## src/query_key_value_lookup_assert.svh

```systemverilog
// assertion macros used by the query key lookup datapath
// include guard only, no other dependencies
`ifndef QUERY_KEY_VALUE_LOOKUP_ASSERT_SVH
`define QUERY_KEY_VALUE_LOOKUP_ASSERT_SVH

// same-cycle implication, disabled during reset
`define QKVL_ASSERT_NOW(label, clk, rst_n, ante, cons, msg) \
    label: assert property (@(posedge clk) disable iff (!rst_n) (ante) |-> (cons)) \
        else $error(msg);

// next-cycle implication, disabled during reset
`define QKVL_ASSERT_NEXT(label, clk, rst_n, ante, cons, msg) \
    label: assert property (@(posedge clk) disable iff (!rst_n) (ante) |=> (cons)) \
        else $error(msg);

`endif

```

## src/qkvl_pkg.sv

```systemverilog
// shared types and constants for the query key lookup block
// no dependencies
`default_nettype none

package qkvl_pkg;

    localparam int KEY_MAX_DEF   = 8;
    localparam int VALUE_MAX_DEF = 63;

    localparam int KEY_W   = 64;
    localparam int KLEN_W  = 4;
    localparam int CAP_W   = 7;
    localparam int BYTE_W  = 8;
    localparam int VLEN_W  = 6;
    localparam int CFG_IDX_W = 2;

    localparam logic [CAP_W-1:0] CAP_RESET = 7'd64;
    localparam logic [BYTE_W-1:0] CH_AMP = 8'h26;
    localparam logic [BYTE_W-1:0] CH_EQ  = 8'h3D;
    localparam logic [BYTE_W-1:0] CH_NUL = 8'h00;

    typedef enum logic [CFG_IDX_W-1:0] {
        REG_KEY_BYTES  = 2'd0,
        REG_KEY_LENGTH = 2'd1,
        REG_VALUE_CAP  = 2'd2
    } t_cfg_reg;

    typedef enum logic [1:0] {
        ST_NOT_FOUND = 2'd0,
        ST_FOUND     = 2'd1,
        ST_TOO_LONG  = 2'd2
    } t_status;

    typedef enum logic [1:0] {
        S_RUN,
        S_FETCH,
        S_BYTE,
        S_STATUS
    } t_state;

    typedef struct packed {
        logic take;
        logic rd_issue;
        logic load_byte;
        logic load_status;
    } t_dp_cmd;

    typedef struct packed {
        logic item_last;
        logic has_bytes;
        logic last_byte;
        logic out_free;
    } t_dp_sts;

endpackage

`default_nettype wire

```

## src/qkvl_ctrl.sv

```systemverilog
// controller state machine: input phase and result burst sequencing
// depends on qkvl_pkg
`default_nettype none

module qkvl_ctrl
    import qkvl_pkg::*;
(
    input  wire     i_clk,
    input  wire     i_rst_n,
    input  wire     i_in_valid,
    input  t_dp_sts i_sts,
    output logic    o_in_stall,
    output t_dp_cmd o_cmd
);

    t_state r_state;
    t_state n_state;

    always_ff @(posedge i_clk) begin
        if (!i_rst_n) begin
            r_state <= S_RUN;
        end else begin
            r_state <= n_state;
        end
    end

    always_comb begin
        n_state = r_state;
        case (r_state)
            S_RUN: begin
                if (i_in_valid && i_sts.item_last) begin
                    n_state = i_sts.has_bytes ? S_FETCH : S_STATUS;
                end
            end
            S_FETCH: begin
                n_state = S_BYTE;
            end
            S_BYTE: begin
                if (i_sts.out_free) begin
                    n_state = i_sts.last_byte ? S_STATUS : S_FETCH;
                end
            end
            S_STATUS: begin
                if (i_sts.out_free) begin
                    n_state = S_RUN;
                end
            end
            default: begin
                n_state = S_RUN;
            end
        endcase
    end

    always_comb begin
        o_in_stall        = 1'b1;
        o_cmd.take        = 1'b0;
        o_cmd.rd_issue    = 1'b0;
        o_cmd.load_byte   = 1'b0;
        o_cmd.load_status = 1'b0;
        case (r_state)
            S_RUN: begin
                o_in_stall = 1'b0;
                o_cmd.take = i_in_valid;
            end
            S_FETCH: begin
                o_cmd.rd_issue = 1'b1;
            end
            S_BYTE: begin
                o_cmd.load_byte = i_sts.out_free;
            end
            S_STATUS: begin
                o_cmd.load_status = i_sts.out_free;
            end
            default: begin
                o_in_stall = 1'b1;
            end
        endcase
    end

endmodule

`default_nettype wire

```

## src/qkvl_datapath.sv

```systemverilog
// datapath: config registers, segment parser, value buffer, output register
// depends on qkvl_pkg and query_key_value_lookup_assert.svh
`default_nettype none

`include "query_key_value_lookup_assert.svh"

module qkvl_datapath
    import qkvl_pkg::*;
#(
    parameter int KEY_MAX   = KEY_MAX_DEF,
    parameter int VALUE_MAX = VALUE_MAX_DEF
) (
    input  wire                    i_clk,
    input  wire                    i_rst_n,
    input  wire                    i_cfg_valid,
    input  wire  [CFG_IDX_W-1:0]   i_cfg_index,
    input  wire  [KEY_W-1:0]       i_cfg_data,
    output logic                   o_cfg_ready,
    input  wire  [BYTE_W-1:0]      i_query_byte,
    input  wire                    i_has_byte,
    input  wire                    i_end_of_query,
    input  t_dp_cmd                i_cmd,
    output t_dp_sts                o_sts,
    input  wire                    i_out_stall,
    output logic                   o_out_valid,
    output logic [BYTE_W-1:0]      o_value_byte,
    output logic                   o_is_status,
    output logic [1:0]             o_lookup_status,
    output logic [VLEN_W-1:0]      o_value_length,
    output logic                   o_last_result
);

    localparam int PW     = $clog2(KEY_MAX + 1);
    localparam int CNT_W  = $clog2(VALUE_MAX + 2);
    localparam int LEN_W  = $clog2(VALUE_MAX + 1);
    localparam int AW     = (VALUE_MAX > 1) ? $clog2(VALUE_MAX) : 1;
    localparam logic [CAP_W-1:0] CAP_LIMIT = CAP_W'(VALUE_MAX + 1);

    // configuration
    logic [KEY_W-1:0]  r_key_bytes;
    logic [KLEN_W-1:0] r_key_length;
    logic [CAP_W-1:0]  r_value_cap;

    // run state
    logic [PW-1:0]     r_pos;
    logic              r_prefix_ok;
    logic              r_in_value;
    logic [CNT_W-1:0]  r_count;
    logic              r_decided;
    t_status           r_dec_status;

    logic [PW-1:0]     n_pos;
    logic              n_prefix_ok;
    logic              n_in_value;
    logic [CNT_W-1:0]  n_count;
    logic              n_decided;
    t_status           n_dec_status;

    // result burst
    t_status           r_fin_status;
    logic [LEN_W-1:0]  r_fin_len;
    logic [LEN_W-1:0]  r_rd_idx;
    logic [BYTE_W-1:0] r_rd_data;
    logic [BYTE_W-1:0] r_mem [VALUE_MAX];

    logic [BYTE_W-1:0] r_out_byte;
    logic              r_out_valid;
    logic              r_out_is_status;
    t_status           r_out_status;
    logic [LEN_W-1:0]  r_out_len;

    logic              disabled;
    logic [CAP_W-1:0]  eff_cap;
    logic              process;
    logic              is_sep;
    logic [BYTE_W-1:0] key_char;
    logic [CNT_W-1:0]  count_inc;
    logic              mem_we;
    t_status           fin_status;
    logic [LEN_W-1:0]  fin_len;
    logic              out_free;

    assign o_cfg_ready = 1'b1;

    always_ff @(posedge i_clk) begin
        if (!i_rst_n) begin
            r_key_bytes  <= '0;
            r_key_length <= '0;
            r_value_cap  <= CAP_RESET;
        end else if (i_cfg_valid) begin
            case (i_cfg_index)
                REG_KEY_BYTES:  r_key_bytes  <= i_cfg_data;
                REG_KEY_LENGTH: r_key_length <= i_cfg_data[KLEN_W-1:0];
                REG_VALUE_CAP:  r_value_cap  <= i_cfg_data[CAP_W-1:0];
                default:        r_key_bytes  <= r_key_bytes;
            endcase
        end
    end

    assign disabled = (r_key_length == '0) || (r_key_length > KLEN_W'(KEY_MAX))
                      || (r_value_cap == '0);
    assign eff_cap  = (r_value_cap > CAP_LIMIT) ? CAP_LIMIT : r_value_cap;
    assign process  = i_cmd.take && i_has_byte && !r_decided && !disabled;
    assign is_sep   = (i_query_byte == CH_AMP) || (i_query_byte == CH_NUL);
    assign key_char = r_key_bytes[BYTE_W*(3'(r_pos)) +: BYTE_W];
    assign count_inc = r_count + CNT_W'(1);

    // one byte of the segment parser
    always_comb begin
        n_pos        = r_pos;
        n_prefix_ok  = r_prefix_ok;
        n_in_value   = r_in_value;
        n_count      = r_count;
        n_decided    = r_decided;
        n_dec_status = r_dec_status;
        mem_we       = 1'b0;
        if (process) begin
            if (is_sep) begin
                if (r_in_value) begin
                    n_decided    = 1'b1;
                    n_dec_status = ST_FOUND;
                end else begin
                    n_pos       = '0;
                    n_prefix_ok = 1'b1;
                    if (i_query_byte == CH_NUL) begin
                        n_decided    = 1'b1;
                        n_dec_status = ST_NOT_FOUND;
                    end
                end
            end else if (r_in_value) begin
                mem_we  = (r_count < CNT_W'(VALUE_MAX));
                n_count = count_inc;
                if (CAP_W'(count_inc) >= eff_cap) begin
                    n_decided    = 1'b1;
                    n_dec_status = ST_TOO_LONG;
                end
            end else if (r_prefix_ok) begin
                if (KLEN_W'(r_pos) < r_key_length) begin
                    if (key_char != i_query_byte) begin
                        n_prefix_ok = 1'b0;
                    end else begin
                        n_pos = r_pos + PW'(1);
                    end
                end else if (i_query_byte == CH_EQ) begin
                    n_in_value = 1'b1;
                    n_count    = '0;
                end else begin
                    n_prefix_ok = 1'b0;
                end
            end
        end
    end

    // closing decision for the item that ends the query
    always_comb begin
        if (disabled) begin
            fin_status = ST_NOT_FOUND;
        end else if (n_decided) begin
            fin_status = n_dec_status;
        end else if (n_in_value) begin
            fin_status = ST_FOUND;
        end else begin
            fin_status = ST_NOT_FOUND;
        end
        if (fin_status != ST_FOUND) begin
            fin_len = '0;
        end else if (n_count > CNT_W'(VALUE_MAX)) begin
            fin_len = LEN_W'(VALUE_MAX);
        end else begin
            fin_len = LEN_W'(n_count);
        end
    end

    always_ff @(posedge i_clk) begin
        if (!i_rst_n) begin
            r_pos        <= '0;
            r_prefix_ok  <= 1'b1;
            r_in_value   <= 1'b0;
            r_count      <= '0;
            r_decided    <= 1'b0;
            r_dec_status <= ST_NOT_FOUND;
        end else if (i_cmd.take && i_end_of_query) begin
            r_pos        <= '0;
            r_prefix_ok  <= 1'b1;
            r_in_value   <= 1'b0;
            r_count      <= '0;
            r_decided    <= 1'b0;
            r_dec_status <= ST_NOT_FOUND;
        end else begin
            r_pos        <= n_pos;
            r_prefix_ok  <= n_prefix_ok;
            r_in_value   <= n_in_value;
            r_count      <= n_count;
            r_decided    <= n_decided;
            r_dec_status <= n_dec_status;
        end
    end

    always_ff @(posedge i_clk) begin
        if (!i_rst_n) begin
            r_fin_status <= ST_NOT_FOUND;
            r_fin_len    <= '0;
            r_rd_idx     <= '0;
        end else if (i_cmd.take && i_end_of_query) begin
            r_fin_status <= fin_status;
            r_fin_len    <= fin_len;
            r_rd_idx     <= '0;
        end else if (i_cmd.load_byte) begin
            r_rd_idx <= r_rd_idx + LEN_W'(1);
        end
    end

    // value buffer
    always_ff @(posedge i_clk) begin
        if (mem_we) begin
            r_mem[AW'(r_count)] <= i_query_byte;
        end
        if (i_cmd.rd_issue) begin
            r_rd_data <= r_mem[AW'(r_rd_idx)];
        end
    end

    // output register
    assign out_free = !r_out_valid || !i_out_stall;

    always_ff @(posedge i_clk) begin
        if (!i_rst_n) begin
            r_out_valid <= 1'b0;
        end else if (i_cmd.load_byte || i_cmd.load_status) begin
            r_out_valid <= 1'b1;
        end else if (!i_out_stall) begin
            r_out_valid <= 1'b0;
        end
    end

    always_ff @(posedge i_clk) begin
        if (i_cmd.load_byte) begin
            r_out_byte      <= r_rd_data;
            r_out_is_status <= 1'b0;
            r_out_status    <= ST_NOT_FOUND;
            r_out_len       <= '0;
        end else if (i_cmd.load_status) begin
            r_out_byte      <= '0;
            r_out_is_status <= 1'b1;
            r_out_status    <= r_fin_status;
            r_out_len       <= r_fin_len;
        end
    end

    assign o_sts.item_last = i_end_of_query;
    assign o_sts.has_bytes = (fin_len != '0);
    assign o_sts.last_byte = ((r_rd_idx + LEN_W'(1)) == r_fin_len);
    assign o_sts.out_free  = out_free;

    assign o_out_valid     = r_out_valid;
    assign o_value_byte    = r_out_byte;
    assign o_is_status     = r_out_is_status;
    assign o_lookup_status = r_out_status;
    assign o_value_length  = VLEN_W'(r_out_len);
    assign o_last_result   = r_out_is_status;

    `QKVL_ASSERT_NOW(a_load_needs_room, i_clk, i_rst_n,
        i_cmd.load_byte || i_cmd.load_status, out_free, "output register overwritten")
    `QKVL_ASSERT_NOW(a_read_in_range, i_clk, i_rst_n,
        i_cmd.load_byte, r_rd_idx < r_fin_len, "value read past its length")
    `QKVL_ASSERT_NEXT(a_status_shown, i_clk, i_rst_n,
        i_cmd.load_status, r_out_valid && r_out_is_status, "status request not presented")

endmodule

`default_nettype wire

```

## src/query_key_value_lookup.sv

```systemverilog
// Query string key lookup, top level.
// Input channel: one query byte per request (i_in_valid / o_in_stall), with
// has_byte low for a request with no byte and end_of_query on the last one.
// Config channel: i_cfg_valid / o_cfg_ready with a register index and data
// (0 key bytes, 1 key length, 2 value capacity); write only while idle.
// Output channel: o_out_valid / i_out_stall; value bytes then one status
// request marked by is_status and last_result.
// Throughput: one input request per cycle while a query streams in. After the
// final request the input stalls while the value buffer is read out: each
// value byte is first read from the buffer into a register (S_FETCH), then
// loaded into the output register (S_BYTE); the status request is loaded
// last (S_STATUS), straight after the final request when the value is empty.
// A stalled output holds its request; the burst waits on the output register.
// Reset (synchronous, active low) clears the search state and the config to
// key length 0 and capacity 64; the value buffer is not cleared.
// depends on qkvl_pkg, qkvl_ctrl, qkvl_datapath
`default_nettype none

module query_key_value_lookup
    import qkvl_pkg::*;
#(
    parameter int KEY_MAX   = KEY_MAX_DEF,
    parameter int VALUE_MAX = VALUE_MAX_DEF
) (
    input  wire                  i_clk,
    input  wire                  i_rst_n,
    input  wire                  i_cfg_valid,
    input  wire  [CFG_IDX_W-1:0] i_cfg_index,
    input  wire  [KEY_W-1:0]     i_cfg_data,
    output logic                 o_cfg_ready,
    input  wire                  i_in_valid,
    output logic                 o_in_stall,
    input  wire  [BYTE_W-1:0]    i_query_byte,
    input  wire                  i_has_byte,
    input  wire                  i_end_of_query,
    output logic                 o_out_valid,
    input  wire                  i_out_stall,
    output logic [BYTE_W-1:0]    o_value_byte,
    output logic                 o_is_status,
    output logic [1:0]           o_lookup_status,
    output logic [VLEN_W-1:0]    o_value_length,
    output logic                 o_last_result
);

    t_dp_cmd cmd;
    t_dp_sts sts;

    qkvl_ctrl u_ctrl (
        .i_clk      (i_clk),
        .i_rst_n    (i_rst_n),
        .i_in_valid (i_in_valid),
        .i_sts      (sts),
        .o_in_stall (o_in_stall),
        .o_cmd      (cmd)
    );

    qkvl_datapath #(
        .KEY_MAX   (KEY_MAX),
        .VALUE_MAX (VALUE_MAX)
    ) u_datapath (
        .i_clk           (i_clk),
        .i_rst_n         (i_rst_n),
        .i_cfg_valid     (i_cfg_valid),
        .i_cfg_index     (i_cfg_index),
        .i_cfg_data      (i_cfg_data),
        .o_cfg_ready     (o_cfg_ready),
        .i_query_byte    (i_query_byte),
        .i_has_byte      (i_has_byte),
        .i_end_of_query  (i_end_of_query),
        .i_cmd           (cmd),
        .o_sts           (sts),
        .i_out_stall     (i_out_stall),
        .o_out_valid     (o_out_valid),
        .o_value_byte    (o_value_byte),
        .o_is_status     (o_is_status),
        .o_lookup_status (o_lookup_status),
        .o_value_length  (o_value_length),
        .o_last_result   (o_last_result)
    );

endmodule

`default_nettype wire

```

## config.mk

```make
export PLATFORM = sky130hd
export DESIGN_NAME = query_key_value_lookup
export DESIGN_NICKNAME = d
export VERILOG_FILES = /design/src/qkvl_pkg.sv /design/src/qkvl_ctrl.sv /design/src/qkvl_datapath.sv /design/src/query_key_value_lookup.sv
export VERILOG_INCLUDE_DIRS = /design/src /design/src/src
export SDC_FILE = /design/constraint.sdc
export NUM_CORES = 1
export LEC_CHECK = 0
export ABC_AREA = 1
export BUFFER_PORTS_ARGS = -buffer_cell sky130_fd_sc_hd__buf_2
export CAP_MARGIN = 5
export CORE_MARGIN = 3
export CORE_UTILIZATION = 30
export CTS_CLUSTER_DIAMETER = 30
export CTS_CLUSTER_SIZE = 40
export DETAILED_ROUTE_END_ITERATION = 10
export GPL_TIMING_DRIVEN = 1
export HOLD_SLACK_MARGIN = 0.06
export SLEW_MARGIN = 5
export SYNTH_ARGS = -nofsm -noshare
export SYNTH_HDL_FRONTEND = slang
export SYNTH_SLANG_ARGS = --single-unit
```

## constraint.sdc

```tcl
create_clock -name i_clk -period 2.6 [get_ports i_clk]
set_input_delay 0.52 -clock i_clk [delete_from_list [all_inputs] [get_ports i_clk]]
set_output_delay 0.52 -clock i_clk [all_outputs]
set_load 0.01 [all_outputs]
```

* Yosys cells after proc, flatten, opt, wreduce, memory -nomap -nowiden
Memories as Yosys holds them, arrays and structs flattened. A register that Yosys moved wholly into a read port is not among the register bits.
Index checks and enable logic that the tools add are counted.
Widths: inputs -> output; s select.
** Word-level totals
- Register bits :: 125
- Memory bits (writable) :: 504
- Memories kept :: 1
** Memory list
- u_datapath.r_mem :: words 63, bits a word 8, rd ports 1, clocked after Yosys merged registers in 1, write ports 1, line qkvl_datapath.sv:64 : logic [BYTE_W-1:0] r_mem [VALUE_MAX];
** Cells by class
- Add/sub/neg operators :: 3
- Order comparisons :: 6
- Eq/ne operators :: 15
- Shifts and indexed selects :: 1
- Multiplexer cells :: 62
- Bitwise gates (word level) :: 2
- Reductions and logical operators :: 30
** Operators by type and width (count)
- $shiftx 64x7->8 :: 1
- $mux 7 :: 7
- $mux 1 :: 31
- $mux 2 :: 13
- $mux 4 :: 6
- $eq 8x6->1 const B :: 2
- $mux 8 :: 2
- $mux 6 :: 2
- $ne 2x1->1 const B :: 6
- $logic_not 8->1 :: 1
- $ne 8x8->1 :: 1
- $pmux 2 s4 :: 1
- $reduce_and 2->1 :: 4
- $add 7x1->7 const B :: 1
- $ge 7x7->1 :: 1
- $gt 7x6->1 const B :: 1
- $gt 7x7->1 const B :: 1
- $logic_not 7->1 :: 1
- $lt 7x6->1 const B :: 1
- $add 6x1->6 const B :: 1
- $eq 2x2->1 const B :: 3
- $eq 6x6->1 :: 1
- $reduce_bool 2->1 :: 3
- $reduce_bool 6->1 :: 1
- 13 further kinds :: 27

* Longest topological paths before layout
Gate-level depths: netlist of the first run.
- Depth in word-level cells :: 16
- Mapped depth :: 26
- Mapped depth without buffers :: 25

* Hierarchy
A second synthesis of the first run with hierarchy kept.
** Unflattened totals
- Cell total of the unflattened synthesis :: 2455
- Area, all modules :: 26595.5 um2
** By module, submodules not included
- qkvl_datapath :: instances 1, cells an instance 2431, area each 26455.4 um2, seq. area each 17917.2 um2
- qkvl_ctrl :: instances 1, cells an instance 24, area each 140.1 um2, seq. area each 40.0 um2

* Least setup slack after synthesis of the first run
Ideal clock, no wire load.
- Path type :: register to register
- Start :: register u_datapath.r_count[1]
- End :: register u_ctrl.r_state[1]
- Library setup time :: 66 ps
- Arrival :: 2568 ps
- Required time :: 2534 ps
- Slack :: -34 ps
- Stages on the path, launching flop included :: 23
- Path through :: dfxtp_1 ha_1 nand3_1 nor2_1 xor2_1 ha_1 nand2_1 inv_1 a21oi_1 nand2_1 nand2_1 nand2_1 nand2_2 nand2_4 nor2_2 nor2_4 nand3_4 nor2_1 nor2_1 nand2_1 nand2_1 nand2_1 a21oi_2
** On the way
- Word-level cells in the longest chain between the ends :: 14
- Elaborated cells between the ends (all ways) :: 26
- Those cells by class :: add/sub (1); order compare (2); eq/ne (1); mux (21); reduce/logical (1)
** Ends and longest elaborated chain
- start: declaration :: line qkvl_datapath.sv:48 : logic [CNT_W-1:0] r_count;
- start signal: assignment :: line qkvl_datapath.sv:193 : r_count <= n_count;
- $add 7x1->7 :: line qkvl_datapath.sv:106 : assign count_inc = r_count + CNT_W'(1);
- $ge 7x7->1 :: line qkvl_datapath.sv:133 : if (CAP_W'(count_inc) >= eff_cap) begin
- $mux 2 / $mux 1 (equally long branches) :: line qkvl_datapath.sv:133
- $mux 2 / $mux 1 (equally long branches) :: line qkvl_datapath.sv:130 : end else if (r_in_value) begin
- $mux 2 / $mux 1 (equally long branches) :: line qkvl_datapath.sv:118 : if (is_sep) begin
- $mux 2 / $mux 1 (equally long branches) :: line qkvl_datapath.sv:117 : if (process) begin
- $mux 2 :: line qkvl_datapath.sv:158 : end else if (n_decided) begin
- $mux 2 :: line qkvl_datapath.sv:156 : if (disabled) begin
- $ne 2x1->1 :: line qkvl_datapath.sv:165 : if (fin_status != ST_FOUND) begin
- $mux 6 * :: line qkvl_datapath.sv:165
- $reduce_bool 6->1 * :: line qkvl_datapath.sv:251 : assign o_sts.has_bytes = (fin_len != '0);
- $mux 2 * :: line qkvl_ctrl.sv:32 : n_state = i_sts.has_bytes ? S_FETCH : S_STATUS;
- $mux 2 * :: line qkvl_ctrl.sv:31 : if (i_in_valid && i_sts.item_last) begin
- $pmux 2 s4 * :: line qkvl_ctrl.sv:29 : case (r_state)
- end signal: assignment :: line qkvl_ctrl.sv:23 : r_state <= n_state;
- end: declaration :: line qkvl_ctrl.sv:16 : t_state r_state;
Mark *: on every way between the ends. The rest lies on a longest branch, timed or not. The select of a mux whose other input is x is not followed.
A chain may end at the register's enable or synchronous reset.

* Worst setup path after layout of the first run
Same ends and word-level chain as after synthesis.

==> results_tabular.tex, run 1 <==
\begin{tabular}{lr}
\hline
Metric & Value \\
\hline
\multicolumn{2}{l}{\textbf{Floorplan}} \\
\quad Number of placement rows & 108 \\
\quad Die area & 91600 µm² \\
\quad Core Area & 87000 µm² \\
\quad Die extent in x & 303 µm \\
\quad Die Ht & 303 µm \\
\quad Initial Utilization & 30.3\% \\
\quad I/O pin total & 102 \\
\multicolumn{2}{l}{\textbf{Routing}} \\
\quad Detailed Routing Iterations Pass 1 & 5 \\
\quad WL/cell & 19.6 µm \\
\quad Remaining routing DRC violations & 0 \\
\quad Number of antenna-violating nets in the routed design & 0 \\
\quad Vias after detailed routing & 19400 \\
\quad Via-per-instance ratio & 4.91 \\
\quad Detailed Route Iter0 Violations & 1772 \\
\quad Routed wire length & 77.3 mm \\
\multicolumn{2}{l}{\textbf{Worst setup path}} \\
\quad Critical setup path kind & reg -> reg \\
\quad Highest net fanout along the worst path & 4 \\
\quad Capturing element type of the critical path & flop \\
\quad Worst setup slack for register-to-register paths & -0.005 ns \\
\quad Data arrival time of the worst path & 3.21 ns \\
\quad CP Launch Type & flop \\
\quad Critical Path RT & 3.21 ns \\
\multicolumn{2}{l}{\textbf{Finish}} \\
\quad Final design utilization & 39.8\% \\
\quad Ant diodes & 0 \\
\quad Nets & 2783 \\
\quad Layout cells sized above 1 & 23.3\% \\
\quad Area growth, synth to finish & 31.2\% \\
\quad Fillers & 8209 \\
\quad Cell area after layout & 34600 µm² \\
\multicolumn{2}{l}{\textbf{Placement}} \\
\quad Buffers on Ports & 100 \\
\quad Area after detailed placement & 29300 µm² \\
\quad Placer Congestion & 0.875 \\
\quad Detailed placer's ending HPWL & 49.0 mm \\
\multicolumn{2}{l}{\textbf{Synthesis}} \\
\quad EDFF count, synth & 520 \\
\quad Avg Inst Size Synth & 11.0 µm² \\
\quad Yosys synthesis warning count & 0 \\
\quad Mapped cell area & 26400 µm² \\
\quad Most used standard cells in the synthesized netlist & 541 x sky130\_fd\_sc\_hd\_\_nor2\_1, 520 x sky130\_fd\_sc\_hd\_\_edfxtp\_1, 408 x sky130\_fd\_sc\_hd\_\_o21ai\_0 \\
\quad Most used flip-flop cell after synthesis & sky130\_fd\_sc\_hd\_\_edfxtp\_1 \\
\quad Post-synthesis net count & 2486 \\
\quad Cell accounting for the most synthesized area & sky130\_fd\_sc\_hd\_\_edfxtp\_1 \\
\quad Unique cell type count in the Yosys netlist & 49 \\
\quad Post-Syn Instances & 2392 \\
\quad Share of synthesized flip-flops with an asynchronous set or reset & 0\% \\
\quad Leading cell types by total area after synthesis & sky130\_fd\_sc\_hd\_\_edfxtp\_1 59\%, sky130\_fd\_sc\_hd\_\_dfxtp\_1 8.9\%, sky130\_fd\_sc\_hd\_\_o21ai\_0 7.7\% \\
\quad Portion of synthesized cell area occupied by the leading cell type & 59.1\% \\
\quad Yosys reg bits & 637 \\
\quad Most frequent cell after synthesis & sky130\_fd\_sc\_hd\_\_nor2\_1 \\
\quad Sequential-to-total area share from yosys stat & 68.0\% \\
\multicolumn{2}{l}{\textbf{Clocking}} \\
\quad Clk buf depth & 3 \\
\quad Reg clk slew, reported paths & 0.05 ns \\
\quad H-tree depth reported by CTS & 3 \\
\quad Cell chosen for the clock root & sky130\_fd\_sc\_hd\_\_clkbuf\_16 \\
\quad TritonCTS clock tree & done \\
\quad Num Clock Sinks & 637 \\
\quad Number of buffers added by the clock tree synthesis step & 118 \\
\quad Clock Latency Late Sink & 0.69 ns \\
\multicolumn{2}{l}{\textbf{Timing}} \\
\quad Min setup slack post-route & -0.00501 ns \\
\quad Setup repair after global routing missed its margin & yes \\
\quad Relative slew slack & 34.1\% \\
\quad Worst Tran Pin Value & 0.985 ns \\
\quad Tcrit/Tclk final & 100\% \\
\quad Worst-case hold slack & 0.0880 ns \\
\quad Hold violation total from the final report & 0 \\
\quad Number of setup violations in the final report & 1 \\
\quad Skew final & 0.0827 ns \\
\quad Fin crit period & 2.61 ns \\
\quad Number of pins exceeding their max-slew limit in the final report & 0 \\
\quad Achievable clock frequency & 384 MHz \\
\multicolumn{2}{l}{\textbf{Global route}} \\
\quad Total GRT Usage & 16.5\% \\
\quad Gr ovfl total & 0 \\
\quad Number of global-route vias before repair & 19300 \\
\quad Maximum number of pins on one net before global-route repair & 83 \\
\quad Number of antenna violations at the first check in global routing & 1 \\
\quad Wire length of the first global-routing pass & 115 mm \\
\multicolumn{2}{l}{\textbf{Job}} \\
\quad Max cap viols & 0 \\
\multicolumn{2}{l}{\textbf{Power}} \\
\quad Sequential group share of total power & 37.4\% \\
\quad Clk network pwr share & 53.0\% \\
\quad LEAKAGE & 12.3 nW \\
\quad Combinational fraction of design power & 9.6\% \\
\quad Switching share of power & 25.0\% \\
\quad Power spent charging and discharging nets & 0.00752 W \\
\quad Internal Dissipation & 0.0226 W \\
\quad Ratio of total power to cell area & 869 nW/µm² \\
\quad Largest vdd supply drop & 0.000611 V \\
\multicolumn{2}{l}{\textbf{Run status}} \\
\quad Violated checks & negative setup slack \\
\quad Run status & finished with violations \\
\multicolumn{2}{l}{\textbf{Hold path}} \\
\quad Worst Hold Class & in -> reg \\
\hline
\end{tabular}
registers in the layout (all words and copies together), names as in the netlist, 6 cells and up:
| name | flops |
|---|---|
| u_datapath.r_count | 7 |
| u_datapath.r_rd_idx | 6 |
| u_datapath.r_mem | 504 |
| u_datapath.o_value_length | 6 |
| u_datapath.r_rd_data | 8 |
| u_datapath.r_fin_len | 6 |
| u_datapath.o_value_byte | 8 |
| u_datapath.r_value_cap | 7 |
| u_datapath.r_key_bytes | 64 |
metrics by stage:
stage	std cells	power [W]	setup WS (ns)	setup TNS, ns
2_1_floorplan	2392	0.0129	0.00419	0
3_3_place_gp	3673	0.0143	-0.466	-177.27
5_1_grt	3946	0.0310	-0.186	-0.672
4_1_cts	3944	0.0303	-0.0428	-0.0428
6_report	3946	0.0301	-0.00501	-0.00501
3_5_place_dp	3673	0.0143	-0.562	-209.14
area by class of cell:
type	instances	area, µm²	share of cell area (%)
inverters	99	380	1.10
multi-input cells	1506	7970	23.0
flip-flops and latches	637	18000	51.9
repair buffers	327	2600	7.51
clock buffers	128	3030	8.75
clock inverters	94	1240	3.58
well taps	1155	1450	4.17
worst max-delay path, cell delays in order (launching register included):
cell	delay [ns]
sky130_fd_sc_hd__dfxtp_4	0.37
sky130_fd_sc_hd__ha_4	0.14
sky130_fd_sc_hd__nand3_4	0.10
sky130_fd_sc_hd__nor2_4	0.12
sky130_fd_sc_hd__xor2_2	0.18
sky130_fd_sc_hd__ha_1	0.27
sky130_fd_sc_hd__nand2_2	0.08
sky130_fd_sc_hd__inv_1	0.05
sky130_fd_sc_hd__a21oi_2	0.14
sky130_fd_sc_hd__nand2_2	0.08
sky130_fd_sc_hd__nand2_2	0.07
sky130_fd_sc_hd__nand2_2	0.07
sky130_fd_sc_hd__nand2_4	0.10
sky130_fd_sc_hd__nand2_8	0.07
sky130_fd_sc_hd__nor2_4	0.13
sky130_fd_sc_hd__nor2_4	0.05
sky130_fd_sc_hd__nand3_4	0.08
sky130_fd_sc_hd__nor2_1	0.05
sky130_fd_sc_hd__nor2_1	0.09
sky130_fd_sc_hd__nand2_1	0.05
sky130_fd_sc_hd__nand2_1	0.05
sky130_fd_sc_hd__nand2_1	0.06
sky130_fd_sc_hd__a21oi_2	0.10
placed cells by master (no fill, tap or decap), drive strengths merged, types with 44 or more instances in the layout:
| cell type | synthesis | routed |
|---|---|---|
| inv | 99 | 111 |
| buf | 38 | 281 |
| o21ai | 430 | 430 |
| dlygate4sd3 | 0 | 46 |
| clkbuf | 112 | 128 |
| nand3 | 44 | 44 |
| nand2 | 168 | 168 |
| clkinv | 0 | 44 |
| edfxtp | 520 | 520 |
| nor2 | 555 | 555 |
| o22ai | 125 | 125 |
| a21oi | 80 | 80 |
| dfxtp | 117 | 117 |
worst paths after layout:
path                            cells after the start                  startpoint                         end
worst max-delay path                               22       u_datapath.r_count[1]           u_ctrl.r_state[1]
worst min-delay path                                3              i_cfg_data[58]  u_datapath.r_key_bytes[58]
worst max register to register                     22       u_datapath.r_count[1]           u_ctrl.r_state[1]
worst min register to register                      2  u_datapath.r_key_bytes[15]  u_datapath.r_key_bytes[15]
layer usage:
| metal | routed length, µm | share of wire (%) | track usage [%] |
|---|---|---|---|
| met5 | 13 | 0.017 | 0 |
| met4 | 3140 | 4.1 | 7.41 |
| met3 | 5300 | 6.8 | 3.35 |
| met2 | 36600 | 47 | 27.0 |
| met1 | 32300 | 42 | 21.2 |
repair_timing:
action	in CTS	in global routing
endpoints found under the hold margin	46	0
pin swaps	4	14
resized for setup	44	100
cloned	0	0
hold buffers	46	0
buffers inserted	3	2
endpoints found under the setup margin	247	426
power groups by stage:
stage          Clock (W)  Combinational [W]  Sequential, W
2_1_floorplan          0            0.00148         0.0114
3_3_place_gp           0            0.00282         0.0114
3_5_place_dp           0            0.00281         0.0114
4_1_cts           0.0161            0.00288         0.0112
5_1_grt           0.0166            0.00313         0.0112
6_report          0.0160            0.00290         0.0112
logic make-up after synthesis:
group / Yosys count / synth area share, %
compound gates: 693 / 14.6
fa+ha+maj: 13 / 0.616
buf+inv: 249 / 3.86
other cells: 1 / 0.0142
xor+xnor: 18 / 0.597
simple gates: 781 / 12.4
flops: 637 / 68.0
(Power assumes the default switching activity.)
==> inputs of run 2 (changes only) <==
--- a/config.mk
+++ b/config.mk
@@ -9,6 +9,7 @@
 export ABC_AREA = 1
 export BUFFER_PORTS_ARGS = -buffer_cell sky130_fd_sc_hd__buf_2
 export CAP_MARGIN = 5
+export CORE_ASPECT_RATIO = 0.8
 export CORE_MARGIN = 3
 export CORE_UTILIZATION = 30
 export CTS_CLUSTER_DIAMETER = 30
==> results_tabular.tex, run 2 (synthesized netlist as in run 1, its figures left out) <==
\begin{tabular}{lr}
\hline
Metric & Value \\
\hline
\multicolumn{2}{l}{\textbf{Run status}} \\
\quad Run status & finished with violations \\
\quad Violated checks & negative setup slack \\
\multicolumn{2}{l}{\textbf{Clocking}} \\
\quad Clock Latency Late Sink & 0.69 ns \\
\quad Clk buf depth & 3 \\
\quad Num Clock Sinks & 637 \\
\quad H-tree depth reported by CTS & 3 \\
\quad Number of buffers added by the clock tree synthesis step & 108 \\
\quad Cell chosen for the clock root & sky130\_fd\_sc\_hd\_\_clkbuf\_16 \\
\quad Number of buffers added to fix hold violations after cts & 0 \\
\quad TritonCTS clock tree & done \\
\quad Reg clk slew, reported paths & 0.05 ns \\
\multicolumn{2}{l}{\textbf{Global route}} \\
\quad Total GRT Usage & 16.7\% \\
\quad Wire length of the first global-routing pass & 116 mm \\
\quad Gr ovfl total & 0 \\
\quad Number of global-route vias before repair & 18800 \\
\quad Number of antenna violations at the first check in global routing & 3 \\
\quad Maximum number of pins on one net before global-route repair & 77 \\
\multicolumn{2}{l}{\textbf{Hold path}} \\
\quad Hold path depth & 3 \\
\quad Worst Hold Class & in -> reg \\
\multicolumn{2}{l}{\textbf{Worst setup path}} \\
\quad Highest net fanout along the worst path & 4 \\
\quad Data arrival time of the worst path & 3.24 ns \\
\quad CP Launch Type & flop \\
\quad Critical setup path kind & reg -> reg \\
\quad Critical Path RT & 3.18 ns \\
\quad R2R depth & 22 \\
\quad Capturing element type of the critical path & flop \\
\multicolumn{2}{l}{\textbf{Placement}} \\
\quad Detailed placer's ending HPWL & 49.8 mm \\
\quad Area after detailed placement & 29200 µm² \\
\quad Buffers on Ports & 100 \\
\quad Placer Congestion & 0.883 \\
\quad Inst Count DP & 3634 \\
\multicolumn{2}{l}{\textbf{Power}} \\
\quad Total power & 0.0296 W \\
\quad Ratio of total power to cell area & 869 nW/µm² \\
\quad Largest vdd supply drop & 0.000602 V \\
\quad LEAKAGE & 12.0 nW \\
\multicolumn{2}{l}{\textbf{Finish}} \\
\quad Most common library cell in the layout ignoring fill and taps & sky130\_fd\_sc\_hd\_\_edfxtp\_1 \\
\quad Max reg flops & 504 \\
\quad Fin cells & 3851 \\
\quad Area growth, synth to finish & 28.9\% \\
\quad Cell area after layout & 34000 µm² \\
\quad Most frequent cells in the layout & 520 x sky130\_fd\_sc\_hd\_\_edfxtp\_1, 474 x sky130\_fd\_sc\_hd\_\_nor2\_1, 406 x sky130\_fd\_sc\_hd\_\_o21ai\_0 \\
\quad Largest reg by FF count & u\_datapath.r\_mem \\
\quad Nets & 2720 \\
\quad Top Registers & u\_datapath.r\_mem: 504 flops, u\_datapath.r\_key\_bytes: 64 flops \\
\quad Layout cells sized above 1 & 23.1\% \\
\multicolumn{2}{l}{\textbf{Floorplan}} \\
\quad Die Ht & 271 µm \\
\quad I/O pin total & 102 \\
\quad Core Area & 86500 µm² \\
\quad Die area & 91600 µm² \\
\quad Die extent in x & 338 µm \\
\quad Number of placement rows & 96 \\
\quad Initial Utilization & 30.5\% \\
\multicolumn{2}{l}{\textbf{Routing}} \\
\quad Detailed Routing Iterations Pass 1 & 6 \\
\quad Detailed Route Iter0 Violations & 2103 \\
\quad WL/cell & 20.3 µm \\
\quad Remaining routing DRC violations & 0 \\
\quad Number of antenna-violating nets in the routed design & 0 \\
\quad Vias after detailed routing & 19500 \\
\quad Routed wire length & 78.0 mm \\
\quad Via-per-instance ratio & 5.06 \\
\multicolumn{2}{l}{\textbf{Job}} \\
\quad Max cap viols & 0 \\
\multicolumn{2}{l}{\textbf{Timing}} \\
\quad Worst Tran Pin Value & 1.03 ns \\
\quad Number of setup violations in the final report & 1 \\
\quad Hold violation total from the final report & 0 \\
\quad Setup\_tns & -0.0650 ns \\
\quad Setup repair after global routing missed its margin & yes \\
\quad Achievable clock frequency & 375 MHz \\
\quad Relative slew slack & 31.4\% \\
\quad Fin crit period & 2.66 ns \\
\quad Worst-case hold slack & 0.0928 ns \\
\quad Skew final & 0.0593 ns \\
\quad Min setup slack post-route & -0.0650 ns \\
\quad Number of pins exceeding their max-slew limit in the final report & 0 \\
\quad Tcrit/Tclk final & 102\% \\
\hline
\end{tabular}
[run 2: changes by cell type in the layout (fill, tap and decap cells not counted), sizes merged]
| cell | previous run | this run |
|---|---|---|
| clkinvlp | 19 | 17 |
| dlygate4sd3 | 46 | 0 |
| buf | 281 | 274 |
| diode | 0 | 3 |
| clkbuf | 128 | 124 |
| bufinv | 19 | 23 |
| clkinv | 44 | 33 |
| inv | 111 | 107 |
[run 2: final cells by class]
| cell class | instances | area [µm²] |
|---|---|---|
| antenna | 3 | 7.51 |
| clock inverter | 81 | 1190 |
| multi-input combinational | 1506 | 8150 |
| timing repair buffer | 274 | 2060 |
| tap | 1127 | 1410 |
| fill | 8110 | 52500 |
| sequential | 637 | 18000 |
| clock buffer | 124 | 2850 |
| inverter | 99 | 380 |
[run 2: power by group]
| part | total (W) | switching (W) | internal, W |
|---|---|---|---|
| Clock | 0.0155 | 0.00525 | 0.0102 |
| Combinational | 0.00285 | 0.00195 | 0.000902 |
| Sequential | 0.0112 | 0.0000626 | 0.0112 |
| Total | 0.0296 | 0.00726 | 0.0223 |
[run 2: path summary, 6_finish.rpt]
path,slack (ns),endpoint,startpoint
worst max register to register,-0.06,u_ctrl.r_state[1],u_datapath.r_count[1]
worst min register to register,0.45,u_datapath.r_key_bytes[11],u_datapath.r_key_bytes[11]
worst min-delay path,0.09,u_datapath.r_key_bytes[30],i_cfg_data[30]
worst max-delay path,-0.06,u_ctrl.r_state[1],u_datapath.r_count[1]
[run 2: repair_timing]
item                       CTS  global route
setup endpoints to repair  414           504
resized for setup           81            93
setup buffers                7             2
pin swaps                   17            10
[run 2: critical path: stages, from the launching register on]
cell and delay [ns]:
sky130_fd_sc_hd__dfxtp_4 0.37, sky130_fd_sc_hd__ha_4 0.16, sky130_fd_sc_hd__nand3_4 0.09, sky130_fd_sc_hd__nor2_4 0.18, sky130_fd_sc_hd__xor2_4 0.22, sky130_fd_sc_hd__ha_4 0.24, sky130_fd_sc_hd__nand2_4 0.07, sky130_fd_sc_hd__inv_1 0.03
sky130_fd_sc_hd__a21oi_1 0.14, sky130_fd_sc_hd__nand2_1 0.09, sky130_fd_sc_hd__nand2_1 0.08, sky130_fd_sc_hd__nand2_1 0.07, sky130_fd_sc_hd__nand2_2 0.10, sky130_fd_sc_hd__nand2_4 0.09, sky130_fd_sc_hd__nor2_4 0.11, sky130_fd_sc_hd__nor2_4 0.05
sky130_fd_sc_hd__nand3_4 0.08, sky130_fd_sc_hd__nor2_1 0.05, sky130_fd_sc_hd__nor2_1 0.10, sky130_fd_sc_hd__nand2_1 0.06, sky130_fd_sc_hd__nand2_1 0.06, sky130_fd_sc_hd__nand2_1 0.06, sky130_fd_sc_hd__a21oi_2 0.10
[run 2: per-layer routing]
metal,vias up,share of wire [%],global-route usage [%]
li1,9069,-,-
met1,9433,43,22.8
met2,805,45,25.5
met3,161,8.6,4.39
met4,0,3.3,5.81
met5,-,0,0
[run 2: stage by stage]
step	worst slack [ns]	util (%)
after floorplan	0.00419	-
after global placement	-0.639	33.7
after detailed placement	-0.710	33.7
after CTS	-0.198	38.8
after global routing	-0.199	39.3
final	-0.0650	39.3
==> inputs of run 3 (changes only) <==
--- a/config.mk
+++ b/config.mk
@@ -9,6 +9,8 @@
 export ABC_AREA = 1
 export BUFFER_PORTS_ARGS = -buffer_cell sky130_fd_sc_hd__buf_2
 export CAP_MARGIN = 5
+export CELL_PAD_IN_SITES_DETAIL_PLACEMENT = 1
+export CELL_PAD_IN_SITES_GLOBAL_PLACEMENT = 1
 export CORE_ASPECT_RATIO = 0.8
 export CORE_MARGIN = 3
 export CORE_UTILIZATION = 30
@@ -17,6 +19,8 @@
 export DETAILED_ROUTE_END_ITERATION = 10
 export GPL_TIMING_DRIVEN = 1
 export HOLD_SLACK_MARGIN = 0.06
+export PLACE_DENSITY_LB_ADDON = 0.1
+export SETUP_SLACK_MARGIN = 0.1
 export SLEW_MARGIN = 5
 export SYNTH_ARGS = -nofsm -noshare
 export SYNTH_HDL_FRONTEND = slang
==> results_tabular.tex, run 3 (synthesized netlist as in run 1, its figures left out) <==
\begin{tabular}{lr}
\hline
Metric & Value \\
\hline
\multicolumn{2}{l}{\textbf{Timing}} \\
\quad Worst Tran Pin Value & 0.860 ns \\
\quad Worst-case hold slack & 0.109 ns \\
\quad Achievable clock frequency & 377 MHz \\
\quad Min setup slack post-route & -0.0548 ns \\
\quad Tcrit/Tclk final & 102\% \\
\quad Setup repair after global routing missed its margin & yes \\
\quad Hold violation total from the final report & 0 \\
\quad Skew final & 0.0276 ns \\
\quad Setup\_tns & -0.0548 ns \\
\quad Fin crit period & 2.65 ns \\
\quad Number of pins exceeding their max-slew limit in the final report & 0 \\
\quad Relative slew slack & 42.7\% \\
\quad Number of setup violations in the final report & 1 \\
\multicolumn{2}{l}{\textbf{Placement}} \\
\quad Placer Congestion & 0.861 \\
\quad Setup Slack @ Placement & -0.304 ns \\
\quad Buffers on Ports & 100 \\
\quad Area after detailed placement & 29900 µm² \\
\quad Detailed placer's ending HPWL & 63.5 mm \\
\multicolumn{2}{l}{\textbf{Hold path}} \\
\quad Hold path depth & 3 \\
\quad Hold-critical path endpoint & u\_datapath.r\_key\_bytes[62] \\
\quad Worst Hold Class & in -> reg \\
\quad Startpoint of the lowest-slack hold path & i\_cfg\_data[62] \\
\multicolumn{2}{l}{\textbf{Worst setup path}} \\
\quad Startpoint of the most critical register-to-register path & u\_datapath.r\_count[1] \\
\quad R2R depth & 22 \\
\quad Critical setup path kind & reg -> reg \\
\quad CP Launch Type & flop \\
\quad Critical register-to-register path endpoint & u\_ctrl.r\_state[1] \\
\quad Highest net fanout along the worst path & 4 \\
\quad Capturing element type of the critical path & flop \\
\quad Data arrival time of the worst path & 3.23 ns \\
\quad Critical Path RT & 3.18 ns \\
\quad Worst setup slack for register-to-register paths & -0.05 ns \\
\multicolumn{2}{l}{\textbf{Floorplan}} \\
\quad Die extent in x & 338 µm \\
\quad Die Ht & 271 µm \\
\quad Core Area & 86500 µm² \\
\quad Number of placement rows & 96 \\
\quad Initial Utilization & 30.5\% \\
\quad Die area & 91600 µm² \\
\quad I/O pin total & 102 \\
\multicolumn{2}{l}{\textbf{Run status}} \\
\quad Run status & finished with violations \\
\quad Violated checks & negative setup slack \\
\multicolumn{2}{l}{\textbf{Finish}} \\
\quad Area growth, synth to finish & 34.8\% \\
\quad Fillers & 9305 \\
\quad Cell area after layout & 35600 µm² \\
\quad Most common library cell in the layout ignoring fill and taps & sky130\_fd\_sc\_hd\_\_nor2\_1 \\
\quad Ant diodes & 0 \\
\quad Largest reg by FF count & u\_datapath.r\_mem \\
\quad Top Registers & u\_datapath.r\_mem: 504 flops, u\_datapath.r\_key\_bytes: 64 flops \\
\quad Most frequent cells in the layout & 526 x sky130\_fd\_sc\_hd\_\_nor2\_1, 520 x sky130\_fd\_sc\_hd\_\_edfxtp\_1, 395 x sky130\_fd\_sc\_hd\_\_o21ai\_0 \\
\quad Nets & 2891 \\
\quad Layout cells sized above 1 & 24.6\% \\
\quad Max reg flops & 504 \\
\multicolumn{2}{l}{\textbf{Routing}} \\
\quad WL/cell & 24.1 µm \\
\quad Vias after detailed routing & 20400 \\
\quad Remaining routing DRC violations & 0 \\
\quad Detailed Route Iter0 Violations & 1659 \\
\quad Detailed Routing Iterations Pass 1 & 5 \\
\quad Routed wire length & 97.3 mm \\
\quad Via-per-instance ratio & 5.06 \\
\quad Number of antenna-violating nets in the routed design & 0 \\
\multicolumn{2}{l}{\textbf{Clocking}} \\
\quad TritonCTS clock tree & done \\
\quad Clock Latency Late Sink & 0.69 ns \\
\quad H-tree depth reported by CTS & 4 \\
\quad Reg clk slew, reported paths & 0.05 ns \\
\quad Number of buffers added by the clock tree synthesis step & 138 \\
\quad Cell chosen for the clock root & sky130\_fd\_sc\_hd\_\_clkbuf\_16 \\
\quad Num Clock Sinks & 637 \\
\quad Clk buf depth & 3 \\
\multicolumn{2}{l}{\textbf{Power}} \\
\quad LEAKAGE & 13.1 nW \\
\quad Largest vdd supply drop & 0.000562 V \\
\quad Ratio of total power to cell area & 901 nW/µm² \\
\multicolumn{2}{l}{\textbf{Job}} \\
\quad Max cap viols & 0 \\
\multicolumn{2}{l}{\textbf{Global route}} \\
\quad Gr ovfl total & 0 \\
\quad Maximum number of pins on one net before global-route repair & 78 \\
\quad Number of global-route vias before repair & 21200 \\
\quad Wire length of the first global-routing pass & 141 mm \\
\quad Number of antenna violations at the first check in global routing & 3 \\
\quad Total GRT Usage & 20.8\% \\
\hline
\end{tabular}
## run 3: cell count changes in the layout (fill, tap and decap cells not counted), moves of 8 or more
cell / previous run / this run
sky130_fd_sc_hd__clkinv_1: 12 / 20
sky130_fd_sc_hd__nor2_4: 65 / 11
sky130_fd_sc_hd__o21ai_1: 23 / 32
sky130_fd_sc_hd__bufinv_16: 23 / 15
sky130_fd_sc_hd__clkbuf_16: 109 / 148
sky130_fd_sc_hd__clkinv_2: 13 / 27
sky130_fd_sc_hd__buf_4: 151 / 233
sky130_fd_sc_hd__clkinvlp_4: 17 / 4
sky130_fd_sc_hd__dlygate4sd3_1: 0 / 48
sky130_fd_sc_hd__nor2_1: 474 / 526
sky130_fd_sc_hd__o21ai_0: 406 / 395
## run 3: worst max-delay path, cell delays in order (launching register included)
cell                      delay [ns]
sky130_fd_sc_hd__dfxtp_4        0.37
sky130_fd_sc_hd__ha_4           0.15
sky130_fd_sc_hd__nand3_4        0.08
sky130_fd_sc_hd__buf_4          0.15
sky130_fd_sc_hd__xor2_2         0.16
sky130_fd_sc_hd__ha_1           0.30
sky130_fd_sc_hd__nand2_1        0.06
sky130_fd_sc_hd__nor2_2         0.09
sky130_fd_sc_hd__nand2_1        0.06
sky130_fd_sc_hd__nand2_2        0.08
sky130_fd_sc_hd__nand2_2        0.06
sky130_fd_sc_hd__nand2_1        0.07
sky130_fd_sc_hd__nand2_2        0.09
sky130_fd_sc_hd__nand2_4        0.12
sky130_fd_sc_hd__nor2_4         0.05
sky130_fd_sc_hd__nor2_4         0.12
sky130_fd_sc_hd__nand3_4        0.11
sky130_fd_sc_hd__a21oi_2        0.12
sky130_fd_sc_hd__nor2_1         0.05
sky130_fd_sc_hd__nand2_1        0.07
sky130_fd_sc_hd__nand2_1        0.05
sky130_fd_sc_hd__nand2_1        0.08
sky130_fd_sc_hd__a21oi_2        0.05
## run 3: how the worst max path moves through the flow
stage | startpoint | to | slack [ns] | cells past startpoint
2_1_floorplan | u_datapath.r_count[1] | u_ctrl.r_state[1] | 0.1 | 23
3_3_place_gp | i_query_byte[2] | u_datapath.r_mem[51][3] | -0.29 | 14
3_5_place_dp | i_query_byte[2] | u_datapath.r_mem[51][7] | -0.30 | 14
4_1_cts | u_datapath.r_count[1] | u_ctrl.r_state[1] | -0.05 | 23
5_1_grt | u_datapath.r_count[1] | u_ctrl.r_state[1] | -0.24 | 22
6_report | u_datapath.r_count[1] | u_ctrl.r_state[1] | -0.05 | 22
## run 3: routing by layer
metal,global-route usage [%],part of all wire [%],up-vias
met5,0,0,-
met1,30.6,48,10300
met3,3.35,5.2,130
li1,-,-,9399
met4,5.81,2.2,0
met2,31.7,44,577
## run 3: cell type report
type	count	area, µm²	share of cell area (%)
well taps	1127	1410	3.96
clock buffers	169	3810	10.7
multi-input cells	1506	7760	21.8
repair buffers	415	3390	9.51
flip-flops and latches	637	18000	50.5
inverters	99	395	1.11
clock inverters	81	861	2.42
## run 3: where the power goes
part           internal (W)  switching (W)  total, W
Combinational       0.00112        0.00229   0.00340
Clock                0.0118        0.00560    0.0174
Sequential           0.0112      0.0000804    0.0113
## run 3: repair_timing
item	CTS	global route
hold endpoints to repair	48	0
gates resized for setup	37	57
setup buffers	6	6
hold buffers	48	0
pin swaps	8	20
gates cloned	0	3
endpoints found under the setup margin	385	493
## run 3: per-stage QoR
stage / util, % / total power [W] / instances
floorplan: - / 0.0129 / 2392
global placement: 34.6 / 0.0146 / 3721
detailed placement: 34.6 / 0.0146 / 3721
CTS: 40.8 / 0.0323 / 4025
global route: 41.2 / 0.0332 / 4034
finish: 41.2 / 0.0321 / 4034
